## config.mk

```make
export PLATFORM = sky130hd
export DESIGN_NAME = gamepad_edge_repeat_qualifier
export DESIGN_NICKNAME = d
export VERILOG_FILES = /design/src/sv/gerq_pkg.sv /design/src/sv/gerq_keymap.sv /design/src/sv/gerq_repeat.sv /design/src/sv/gamepad_edge_repeat_qualifier.sv
export VERILOG_INCLUDE_DIRS = /design/src /design/src/sv
export SDC_FILE = /design/constraint.sdc
export NUM_CORES = 2
export LEC_CHECK = 0
export BUFFER_PORTS_ARGS = -buffer_cell sky130_fd_sc_hd__buf_2
export CAP_MARGIN = 20
export CORE_MARGIN = 5
export CORE_UTILIZATION = 65
export DETAILED_ROUTE_END_ITERATION = 10
export PLACE_DENSITY_LB_ADDON = 0.15
export SLEW_MARGIN = 10
export SYNTH_ARGS = -nofsm -noshare
export SYNTH_HDL_FRONTEND = slang
export SYNTH_SLANG_ARGS = --single-unit
```

## constraint.sdc

```tcl
create_clock -name clk -period 6.35 [get_ports clk]
set_input_delay 0.3175 -clock clk [delete_from_list [all_inputs] [get_ports clk]]
set_output_delay 0.3175 -clock clk [all_outputs]
set_load 0.03 [all_outputs]
```

## src/sv/gamepad_edge_repeat_qualifier_assert.svh

```systemverilog
// Assertion macros shared by the key qualifier modules.
// Every macro expects clk and rst_n in scope and is used on a line of its own.
`ifndef GAMEPAD_EDGE_REPEAT_QUALIFIER_ASSERT_SVH
`define GAMEPAD_EDGE_REPEAT_QUALIFIER_ASSERT_SVH

// Same-cycle implication
`define GERQ_ASSERT_IMP(lbl, ante, cons, msg) \
  lbl: assert property (@(posedge clk) disable iff (!rst_n) (ante) |-> (cons)) \
    else $error(msg);

// Next-cycle implication
`define GERQ_ASSERT_NXT(lbl, ante, cons, msg) \
  lbl: assert property (@(posedge clk) disable iff (!rst_n) (ante) |=> (cons)) \
    else $error(msg);

`endif

```

## src/sv/gerq_pkg.sv

```systemverilog
package gerq_pkg;

  // Key vector layout: hat U,R,D,L, left stick, right stick, then buttons
  localparam int KEY_COUNT       = 28;
  localparam int HAT_KEY_BASE    = 0;
  localparam int LSTICK_KEY_BASE = 4;
  localparam int RSTICK_KEY_BASE = 8;
  localparam int BTN_KEY_BASE    = 12;
  localparam int BTN_KEY_COUNT   = KEY_COUNT - BTN_KEY_BASE;
  localparam int NUM_BUTTONS_DEF = 16;

  // Hat quantisation step, hundredths of a degree
  localparam int HAT_STEP  = 4500;
  localparam int HAT_SECTS = 8;

  // Config widths and reset values
  localparam int CFG_ADDR_W = 2;
  localparam int CFG_DATA_W = 16;
  localparam logic [7:0]  REPEAT_PERIOD_RST = 8'd25;
  localparam logic [15:0] AXIS_CENTER_RST   = 16'h7fff;
  localparam logic [14:0] AXIS_OFFSET_RST   = 15'h4000;

  typedef enum logic [CFG_ADDR_W-1:0] {
    CFG_REPEAT_PERIOD = 2'd0,
    CFG_AXIS_CENTER   = 2'd1,
    CFG_AXIS_OFFSET   = 2'd2
  } cfg_idx_t;

  typedef struct packed {
    logic [7:0]  repeat_period;
    logic [15:0] axis_center;
    logic [14:0] axis_offset;
  } cfg_t;

  typedef struct packed {
    logic        sample_ok;
    logic [15:0] left_x;
    logic [15:0] left_y;
    logic [15:0] right_x;
    logic [15:0] right_y;
    logic [15:0] hat_angle;
    logic [15:0] button_mask;
  } in_item_t;

  typedef struct packed {
    logic [KEY_COUNT-1:0] pressed_keys;
    logic [KEY_COUNT-1:0] triggered_keys;
    logic [KEY_COUNT-1:0] released_keys;
    logic [KEY_COUNT-1:0] held_keys;
    logic [KEY_COUNT-1:0] repeated_keys;
  } out_item_t;

  // Hat sector patterns, last entry is centred
  localparam logic [3:0] HAT_PATTERN [HAT_SECTS+1] = '{
    4'h1, 4'h3, 4'h2, 4'h6, 4'h4, 4'hc, 4'h8, 4'h9, 4'h0
  };

  // Hat angle to U,R,D,L keys; quotient by 4500 via a row of compares
  function automatic logic [3:0] hat_keys(input logic [15:0] angle);
    logic [3:0] sect;
    sect = '0;
    for (int k = 1; k <= HAT_SECTS; k++) begin
      if (angle >= 16'(HAT_STEP * k)) begin
        sect = 4'(k);
      end
    end
    return HAT_PATTERN[sect];
  endfunction

endpackage

```

## src/sv/gerq_keymap.sv

```systemverilog
module gerq_keymap
  import gerq_pkg::*;
#(
  parameter int NUM_BUTTONS = NUM_BUTTONS_DEF
) (
  input  in_item_t             item,
  input  cfg_t                 cfg,
  output logic [KEY_COUNT-1:0] keys
);

  localparam int BTN_USED = (NUM_BUTTONS < BTN_KEY_COUNT) ? NUM_BUTTONS : BTN_KEY_COUNT;

  logic [16:0]          bound_hi;
  logic signed [17:0]   bound_lo;
  logic [3:0]           lstick;
  logic [3:0]           rstick;
  logic [BTN_KEY_COUNT-1:0] btn_keep;

  // Threshold bounds, no wrap: a negative lower bound is never met
  assign bound_hi = {1'b0, cfg.axis_center} + {2'b0, cfg.axis_offset};
  assign bound_lo = $signed({2'b0, cfg.axis_center}) - $signed({3'b0, cfg.axis_offset});

  function automatic logic [3:0] stick_keys(input logic [15:0] x, input logic [15:0] y,
                                            input logic [16:0] hi,
                                            input logic signed [17:0] lo);
    logic [3:0] k;
    k[0] = $signed({2'b0, y}) < lo;
    k[1] = {1'b0, x} > hi;
    k[2] = {1'b0, y} > hi;
    k[3] = $signed({2'b0, x}) < lo;
    return k;
  endfunction

  assign lstick = stick_keys(item.left_x, item.left_y, bound_hi, bound_lo);
  assign rstick = stick_keys(item.right_x, item.right_y, bound_hi, bound_lo);

  // Buttons beyond the configured count are dropped
  for (genvar i = 0; i < BTN_KEY_COUNT; i++) begin : g_btn
    assign btn_keep[i] = (i < BTN_USED);
  end

  always_comb begin
    keys = '0;
    keys[HAT_KEY_BASE +: 4]    = hat_keys(item.hat_angle);
    keys[LSTICK_KEY_BASE +: 4] = lstick;
    keys[RSTICK_KEY_BASE +: 4] = rstick;
    keys[BTN_KEY_BASE +: BTN_KEY_COUNT] = item.button_mask[BTN_KEY_COUNT-1:0] & btn_keep;
  end

endmodule

```

## src/sv/gerq_repeat.sv

```systemverilog
`include "gamepad_edge_repeat_qualifier_assert.svh"

module gerq_repeat
  import gerq_pkg::*;
(
  input  logic                 clk,
  input  logic                 rst_n,
  input  logic                 upd,
  input  logic [7:0]           period,
  input  logic [KEY_COUNT-1:0] cur,
  input  logic [KEY_COUNT-1:0] prev,
  output out_item_t            res
);

  logic [7:0]           cnt_r   [KEY_COUNT];
  logic [7:0]           cnt_nxt [KEY_COUNT];
  logic [KEY_COUNT-1:0] cnt_nz;
  logic [KEY_COUNT-1:0] trig;
  logic [KEY_COUNT-1:0] rel;
  logic [KEY_COUNT-1:0] hold;
  logic [KEY_COUNT-1:0] rep;

  // Edge classification against the previous poll
  assign trig = cur & ~prev;
  assign rel  = prev & ~cur;
  assign hold = cur & prev;

  // Per-key hold counter and autorepeat pulse
  for (genvar i = 0; i < KEY_COUNT; i++) begin : g_key
    logic at_period;
    assign cnt_nz[i] = (cnt_r[i] != 8'd0);
    assign at_period = (cnt_r[i] >= period);
    assign rep[i]    = cnt_nz[i] ? (at_period & hold[i]) : trig[i];

    always_comb begin
      cnt_nxt[i] = cnt_r[i];
      if (upd) begin
        if (hold[i]) begin
          cnt_nxt[i] = (cnt_nz[i] && at_period) ? 8'd1 : cnt_r[i] + 8'd1;
        end else if (rel[i]) begin
          cnt_nxt[i] = 8'd0;
        end
      end
    end

    always_ff @(posedge clk) begin
      if (!rst_n) begin
        cnt_r[i] <= 8'd0;
      end else begin
        cnt_r[i] <= cnt_nxt[i];
      end
    end
  end

  assign res.pressed_keys   = cur;
  assign res.triggered_keys = trig;
  assign res.released_keys  = rel;
  assign res.held_keys      = hold;
  assign res.repeated_keys  = rep;

  // Counters run only for keys still down
  `GERQ_ASSERT_IMP(a_cnt_idle_zero, 1'b1, (cnt_nz & ~prev) == '0, "count on idle key")
  // A trigger always gives a repeat pulse
  `GERQ_ASSERT_IMP(a_trig_repeats, upd, (trig & ~rep) == '0, "trigger without repeat")

endmodule

```

## src/sv/gamepad_edge_repeat_qualifier.sv

```systemverilog
// An accepted item is registered in the input register, and its result is then
// registered in the result register, from which it is taken.
// Throughput: one item per cycle; the input register and the result register
// each hold one item, so the only limit is the result side's stall.
// Reset (synchronous, rst_n low): no items held, hold counters and last
// results cleared, registers back to period 25, centre 0x7fff, offset 0x4000.
`include "gamepad_edge_repeat_qualifier_assert.svh"

module gamepad_edge_repeat_qualifier
  import gerq_pkg::*;
#(
  parameter int NUM_BUTTONS = NUM_BUTTONS_DEF
) (
  input  logic                  clk,
  input  logic                  rst_n,
  input  logic                  cfg_we,
  input  logic [CFG_ADDR_W-1:0] cfg_addr,
  input  logic [CFG_DATA_W-1:0] cfg_wdata,
  input  logic                  in_valid,
  output logic                  in_stall,
  input  in_item_t              in_item,
  output logic                  out_valid,
  input  logic                  out_stall,
  output out_item_t             out_item
);

  cfg_t                 cfg_r, cfg_nxt;
  logic                 s1_valid_r, s1_valid_nxt;
  in_item_t             s1_item_r, s1_item_nxt;
  logic                 out_valid_r, out_valid_nxt;
  out_item_t            out_item_r, out_item_nxt;
  logic                 out_ok;
  logic                 adv;
  logic                 upd;
  logic [KEY_COUNT-1:0] cur_keys;
  out_item_t            res;
  logic [KEY_COUNT-1:0] rep_stray;

  // Config writes
  always_comb begin
    cfg_nxt = cfg_r;
    if (cfg_we) begin
      case (cfg_idx_t'(cfg_addr))
        CFG_REPEAT_PERIOD: cfg_nxt.repeat_period = cfg_wdata[7:0];
        CFG_AXIS_CENTER:   cfg_nxt.axis_center   = cfg_wdata;
        CFG_AXIS_OFFSET:   cfg_nxt.axis_offset   = cfg_wdata[14:0];
        default:           cfg_nxt = cfg_r;
      endcase
    end
  end

  // Handshake: result slot free, input stage moves on
  assign out_ok   = !out_valid_r || !out_stall;
  assign adv      = s1_valid_r && out_ok;
  assign upd      = adv && s1_item_r.sample_ok;
  assign in_stall = s1_valid_r && !out_ok;

  always_comb begin
    s1_valid_nxt = s1_valid_r;
    s1_item_nxt  = s1_item_r;
    if (!in_stall) begin
      s1_valid_nxt = in_valid;
      s1_item_nxt  = in_item;
    end
  end

  gerq_keymap #(
    .NUM_BUTTONS(NUM_BUTTONS)
  ) u_keymap (
    .item(s1_item_r),
    .cfg (cfg_r),
    .keys(cur_keys)
  );

  // Result register doubles as the last results; prev keys come from it
  gerq_repeat u_repeat (
    .clk   (clk),
    .rst_n (rst_n),
    .upd   (upd),
    .period(cfg_r.repeat_period),
    .cur   (cur_keys),
    .prev  (out_item_r.pressed_keys),
    .res   (res)
  );

  // A failed poll re-sends the last results unchanged
  always_comb begin
    out_valid_nxt = out_valid_r;
    out_item_nxt  = out_item_r;
    if (adv) begin
      out_valid_nxt = 1'b1;
      if (s1_item_r.sample_ok) begin
        out_item_nxt = res;
      end
    end else if (!out_stall) begin
      out_valid_nxt = 1'b0;
    end
  end

  always_ff @(posedge clk) begin
    if (!rst_n) begin
      cfg_r.repeat_period <= REPEAT_PERIOD_RST;
      cfg_r.axis_center   <= AXIS_CENTER_RST;
      cfg_r.axis_offset   <= AXIS_OFFSET_RST;
      s1_valid_r          <= 1'b0;
      out_valid_r         <= 1'b0;
      out_item_r          <= '0;
    end else begin
      cfg_r       <= cfg_nxt;
      s1_valid_r  <= s1_valid_nxt;
      out_valid_r <= out_valid_nxt;
      out_item_r  <= out_item_nxt;
    end
  end

  // Input stage payload
  always_ff @(posedge clk) begin
    s1_item_r <= s1_item_nxt;
  end

  assign out_valid = out_valid_r;
  assign out_item  = out_item_r;

  // Repeat bits on keys that are not down
  assign rep_stray = out_item_r.repeated_keys & ~out_item_r.pressed_keys;

  // Stall only with the input stage full
  `GERQ_ASSERT_IMP(a_stall_full, in_stall, s1_valid_r, "stall with empty stage")
  // A blocked input stage keeps its item
  `GERQ_ASSERT_NXT(a_s1_hold, in_stall, s1_valid_r && $stable(s1_item_r), "stage lost item")
  // Repeat pulses only on pressed keys
  `GERQ_ASSERT_IMP(a_rep_pressed, out_valid_r, rep_stray == '0, "repeat on released key")

endmodule
```

==> implementation parameters <==
Parameter                              Value

Status
  Result of the run    complete, no violations

Detailed routing
  Via Count    27,970
  Remaining antenna violation count after routing    0
  Post-DR vias/cell    6.426
  DRC violations left    0
  Pre-antenna DRT Iters    5
  First-iteration detailed-routing DRC count    2,392
  Routed WL    84.61 mm
  Routed wire length per instance    19.44 microns

Clock network
  Register clock-pin slew on the reported worst setup and hold paths    60 ps
  Number of H-tree levels    2
  Clk buf depth    3
  # clock sinks    500
  TritonCTS Buffers    53
  Skew-Pair Late Insertion Delay    610 ps
  Number of buffers inserted by post-CTS setup repair    0
  Clock Root Buffer    sky130_fd_sc_hd__clkbuf_16
  Clock tree from TritonCTS    yes

Synthesis
  Fraction of the yosys area taken by sequential cells    0.3597
  Post-synth EDFFs    95
  Number of distinct library cells after synthesis    93
  Total nets after synthesis    3,931
  Gate Count Post-Synth    3,391
  Cell area after technology mapping    30,470 sq um
  Total of flip-flops plus latches after synthesis    500
  Most frequently used flop master after synthesis    sky130_fd_sc_hd__dfxtp_1
  Average instance area after synthesis    8.985 sq um
  Post-synthesis async set-or-reset flop share    0
  YS warnings    0

Timing
  F_max    182.5 MHz
  Setup TNS    0 ps
  Final Hold Viols    0
  Final-report setup violation count    0
  Final worst path period need    5481 ps
  Ratio of final minimum period to clock period    0.8631
  Post-route clock skew    17.13 ps
  Number of slew-limit violations in the final report    0
  Transition time of the tightest slew-check pin    1101 ps
  Tightest slew margin relative to the limit    0.2663
  RSZ-0062 raised after global routing    no

Worst setup path
  Cell breakdown of the critical path    ha_1 -> inv_1 -> fa_1 -> a211oi_1 -> nor2_1 -> o31ai_1 -> nand2b_1 -> a21oi_1 -> o21bai_1 -> a21oi_1 -> xnor2_1 -> ha_1 -> a2111oi_0 -> a31oi_1 -> maj3_2 -> maj3_2 -> a41oi_2 -> nand4_1 -> o22ai_1
  Worst Setup Path Type    register to register
  Reg-to-reg slack, setup    870 ps
  Arrival time worst endpoint    6000 ps
  Endpoint of the worst-slack reg-to-reg timing path    u_repeat.cnt_r[0][36]
  Kind of end point of the critical path    register
  Number of cell instances on the worst register-to-register path    19
  Crit path required time    6870 ps
  Worst reg2reg startpoint    cfg_r[0]
  Master of the slowest instance on the critical path    sky130_fd_sc_hd__a41oi_2
  Max Fanout on Critical Path    14
  CP max stage delay    680 ps
  Type of element launching the critical path    register
  Number of buffer and inverter instances along the worst setup path    1
  Dominant delay contributor by cell family on the critical path    compound AO/OA/AOI/OAI gates

Min path
  Number of cells traversed by the worst hold path    3
  Launch instance of the worst min-delay path    out_stall
  Hold Path End    out_valid
  Worst hold path type    input pin to register

Floorplanning
  IO Count    262
  Width of the die    226.5 microns
  Initial standard-cell utilization of the core    0.6558
  Floorplan Core Area    46,460 sq um
  Y dimension of the die    226.5 microns
  Die Area    51,300 sq um
  Row count    79

Pwr
  Leakage power of the design    15.12 nW
  Pwr per Cell Area    227.0 nW/um^2
  Clock power share    0.428
  Int Pwr    0.005838 W
  VDD IR max    0.0002799 V
  Proportion of power drawn by combinational gates    0.149
  Relative contribution of sequential cells to total power    0.423
  Switching Fraction    0.2698
  Switching power    0.002158 W
  Final total power    0.007996 W

Global routing
  Remaining global-route overflow    0
  Maximum number of pins on one net before global-route repair    124
  Global-route wire length before repair    134.4 mm
  Initial antenna violation count    2
  Number of global-route vias before repair    26,950
  Global routing usage summed across all routing layers    0.3143

Job
  Number of violations of the max-capacitance limit    0

Place
  Placer's final routability congestion estimate    0.9521
  Estimated wirelength of the detail-placed design    57.62 mm
  Number of I/O port buffers    259

Layout
  Proportion of layout cells with a drive suffix above 1    0.1223
  Layout overhead on the synthesized area    15.59%
  Number of nets in the finished design    4,240
-- kinds of logic after synthesis --
kind of cell,synth area share
and+or+nand+nor,0.1962
xor gates and xnor gates,0.01228
muxes,0.004640
AOI/OAI and AO/OA,0.2190
buffers and inverters,0.03318
adders and majority gates,0.1750
DFF,0.3597
-- synth_stat cells (11+ instances only) --
master | instances | share of area
sky130_fd_sc_hd__ha_1 | 418 | 0.17
sky130_fd_sc_hd__dfxtp_1 | 405 | 0.27
sky130_fd_sc_hd__nand2_1 | 372 | 0.046
sky130_fd_sc_hd__a21oi_1 | 342 | 0.056
sky130_fd_sc_hd__nand3_1 | 174 | 0.029
sky130_fd_sc_hd__nor2_1 | 162 | 0.020
sky130_fd_sc_hd__inv_1 | 123 | 0.015
sky130_fd_sc_hd__clkbuf_1 | 115 | 0.014
sky130_fd_sc_hd__o21ai_0 | 115 | 0.019
sky130_fd_sc_hd__a21o_1 | 110 | 0.027
sky130_fd_sc_hd__nand2b_1 | 109 | 0.022
sky130_fd_sc_hd__a311oi_1 | 98 | 0.028
sky130_fd_sc_hd__edfxtp_1 | 95 | 0.094
sky130_fd_sc_hd__and3_1 | 76 | 0.016
sky130_fd_sc_hd__nor3_1 | 51 | 0.0084
sky130_fd_sc_hd__a41oi_1 | 42 | 0.012
sky130_fd_sc_hd__xnor2_1 | 30 | 0.0086
sky130_fd_sc_hd__and2_1 | 26 | 0.0053
sky130_fd_sc_hd__a211oi_1 | 24 | 0.0059
sky130_fd_sc_hd__a22oi_1 | 24 | 0.0059
sky130_fd_sc_hd__nor4_1 | 24 | 0.0049
sky130_fd_sc_hd__nor3b_1 | 22 | 0.0054
sky130_fd_sc_hd__nand3b_1 | 21 | 0.0052
sky130_fd_sc_hd__nor2b_1 | 21 | 0.0043
sky130_fd_sc_hd__a22o_1 | 20 | 0.0057
sky130_fd_sc_hd__nand4_1 | 19 | 0.0039
sky130_fd_sc_hd__o21ba_2 | 18 | 0.0059
sky130_fd_sc_hd__o211ai_1 | 17 | 0.0042
sky130_fd_sc_hd__or4b_2 | 17 | 0.0056
sky130_fd_sc_hd__a221oi_1 | 16 | 0.0046
sky130_fd_sc_hd__nor4b_1 | 16 | 0.0046
sky130_fd_sc_hd__o31ai_1 | 15 | 0.0037
sky130_fd_sc_hd__o21a_1 | 14 | 0.0034
sky130_fd_sc_hd__mux2i_1 | 13 | 0.0043
sky130_fd_sc_hd__a31oi_1 | 11 | 0.0023
sky130_fd_sc_hd__o21bai_1 | 11 | 0.0027
sky130_fd_sc_hd__or3_1 | 11 | 0.0023
-- worst min-delay path, stage by stage --
cell and delay, ps:
sky130_fd_sc_hd__buf_2 120, sky130_fd_sc_hd__a21oi_1 70, sky130_fd_sc_hd__nor2_1 90
-- registers in the layout (all words and copies together), names as in the netlist --
name,count
cfg_r,39
out_item,140
out_valid,1
s1_item_r,95
s1_valid_r,1
u_repeat.cnt_r,224
-- power groups by stage --
stage	logic (W)	registers, W	clock network (W)
5_1_grt	0.00130	0.00338	0.00359
4_1_cts	0.00116	0.00338	0.00344
2_1_floorplan	0.000741	0.00346	0
3_3_place_gp	0.00104	0.00344	0
3_5_place_dp	0.00109	0.00345	0
6_report	0.00119	0.00338	0.00342
-- stage by stage --
| step | instances | cell area [sq um] | worst slack (ps) | util | hold WS (ps) |
|---|---|---|---|---|---|
| floorplan | 3391 | 30470 | 2135 | - | 416.4 |
| global placement | 4141 | 32170 | 1169 | 0.6924 | 432.3 |
| detailed placement | 4141 | 32170 | 1005 | 0.6924 | 436.7 |
| CTS | 4350 | 35190 | 965.0 | 0.7574 | 15.31 |
| global route | 4351 | 35220 | 382.3 | 0.7580 | 31.29 |
| finish | 4352 | 35220 | 869.3 | 0.7581 | 42.37 |
-- cell usage in the layout (no fill, tap or decap), drive strengths merged, types with 30 or more instances in the layout --
cell type	count
dlygate4sd3	110
a311oi	98
nor2	162
nor3	54
xnor2	30
o21ai	124
clkbuf	69
nand3	174
nand2	372
buf	280
and3	76
a21oi	344
a41oi	43
inv	124
edfxtp	95
ha	418
nand2b	109
dfxtp	405
a21o	110
-- area by class of cell --
type                       count  area, sq um
sequential                   500        10960
clock buffer                  69         1488
antenna                        1        2.502
tap                          607        759.5
clock inverter                30        431.7
timing repair buffer         390         2575
fill                        3351        11240
multi-input combinational   2632        18530
inverter                     123        469.2
-- layer usage --
metal / track usage / part of all wire / vias to the layer above
met5: 0 / 0.00025 / -
met3: 0.04622 / 0.069 / 217
li1: - / - / 13310
met2: 0.5400 / 0.48 / 985
met4: 0.1126 / 0.032 / 4
met1: 0.4054 / 0.41 / 13450
-- worst max-delay path by stage --
| stage | cells after the start | slack, ps | startpoint | to |
|---|---|---|---|---|
| 5_1_grt | 19 | 380 | cfg_r[0] | u_repeat.cnt_r[0][34] |
| 2_1_floorplan | 21 | 2130 | cfg_r[15] | u_repeat.cnt_r[0][38] |
| 3_3_place_gp | 20 | 1170 | cfg_r[15] | u_repeat.cnt_r[0][36] |
| 4_1_cts | 20 | 970 | cfg_r[15] | u_repeat.cnt_r[0][36] |
| 6_report | 19 | 870 | cfg_r[0] | u_repeat.cnt_r[0][36] |
| 3_5_place_dp | 20 | 1010 | cfg_r[15] | u_repeat.cnt_r[0][36] |
-- what timing repair did --
| item | CTS | global route |
|---|---|---|
| endpoints found under the hold margin | 129 | 0 |
| gates resized for setup | 0 | 0 |
| hold buffers | 110 | 0 |
Note: power is estimated with default switching activity, not from simulation.
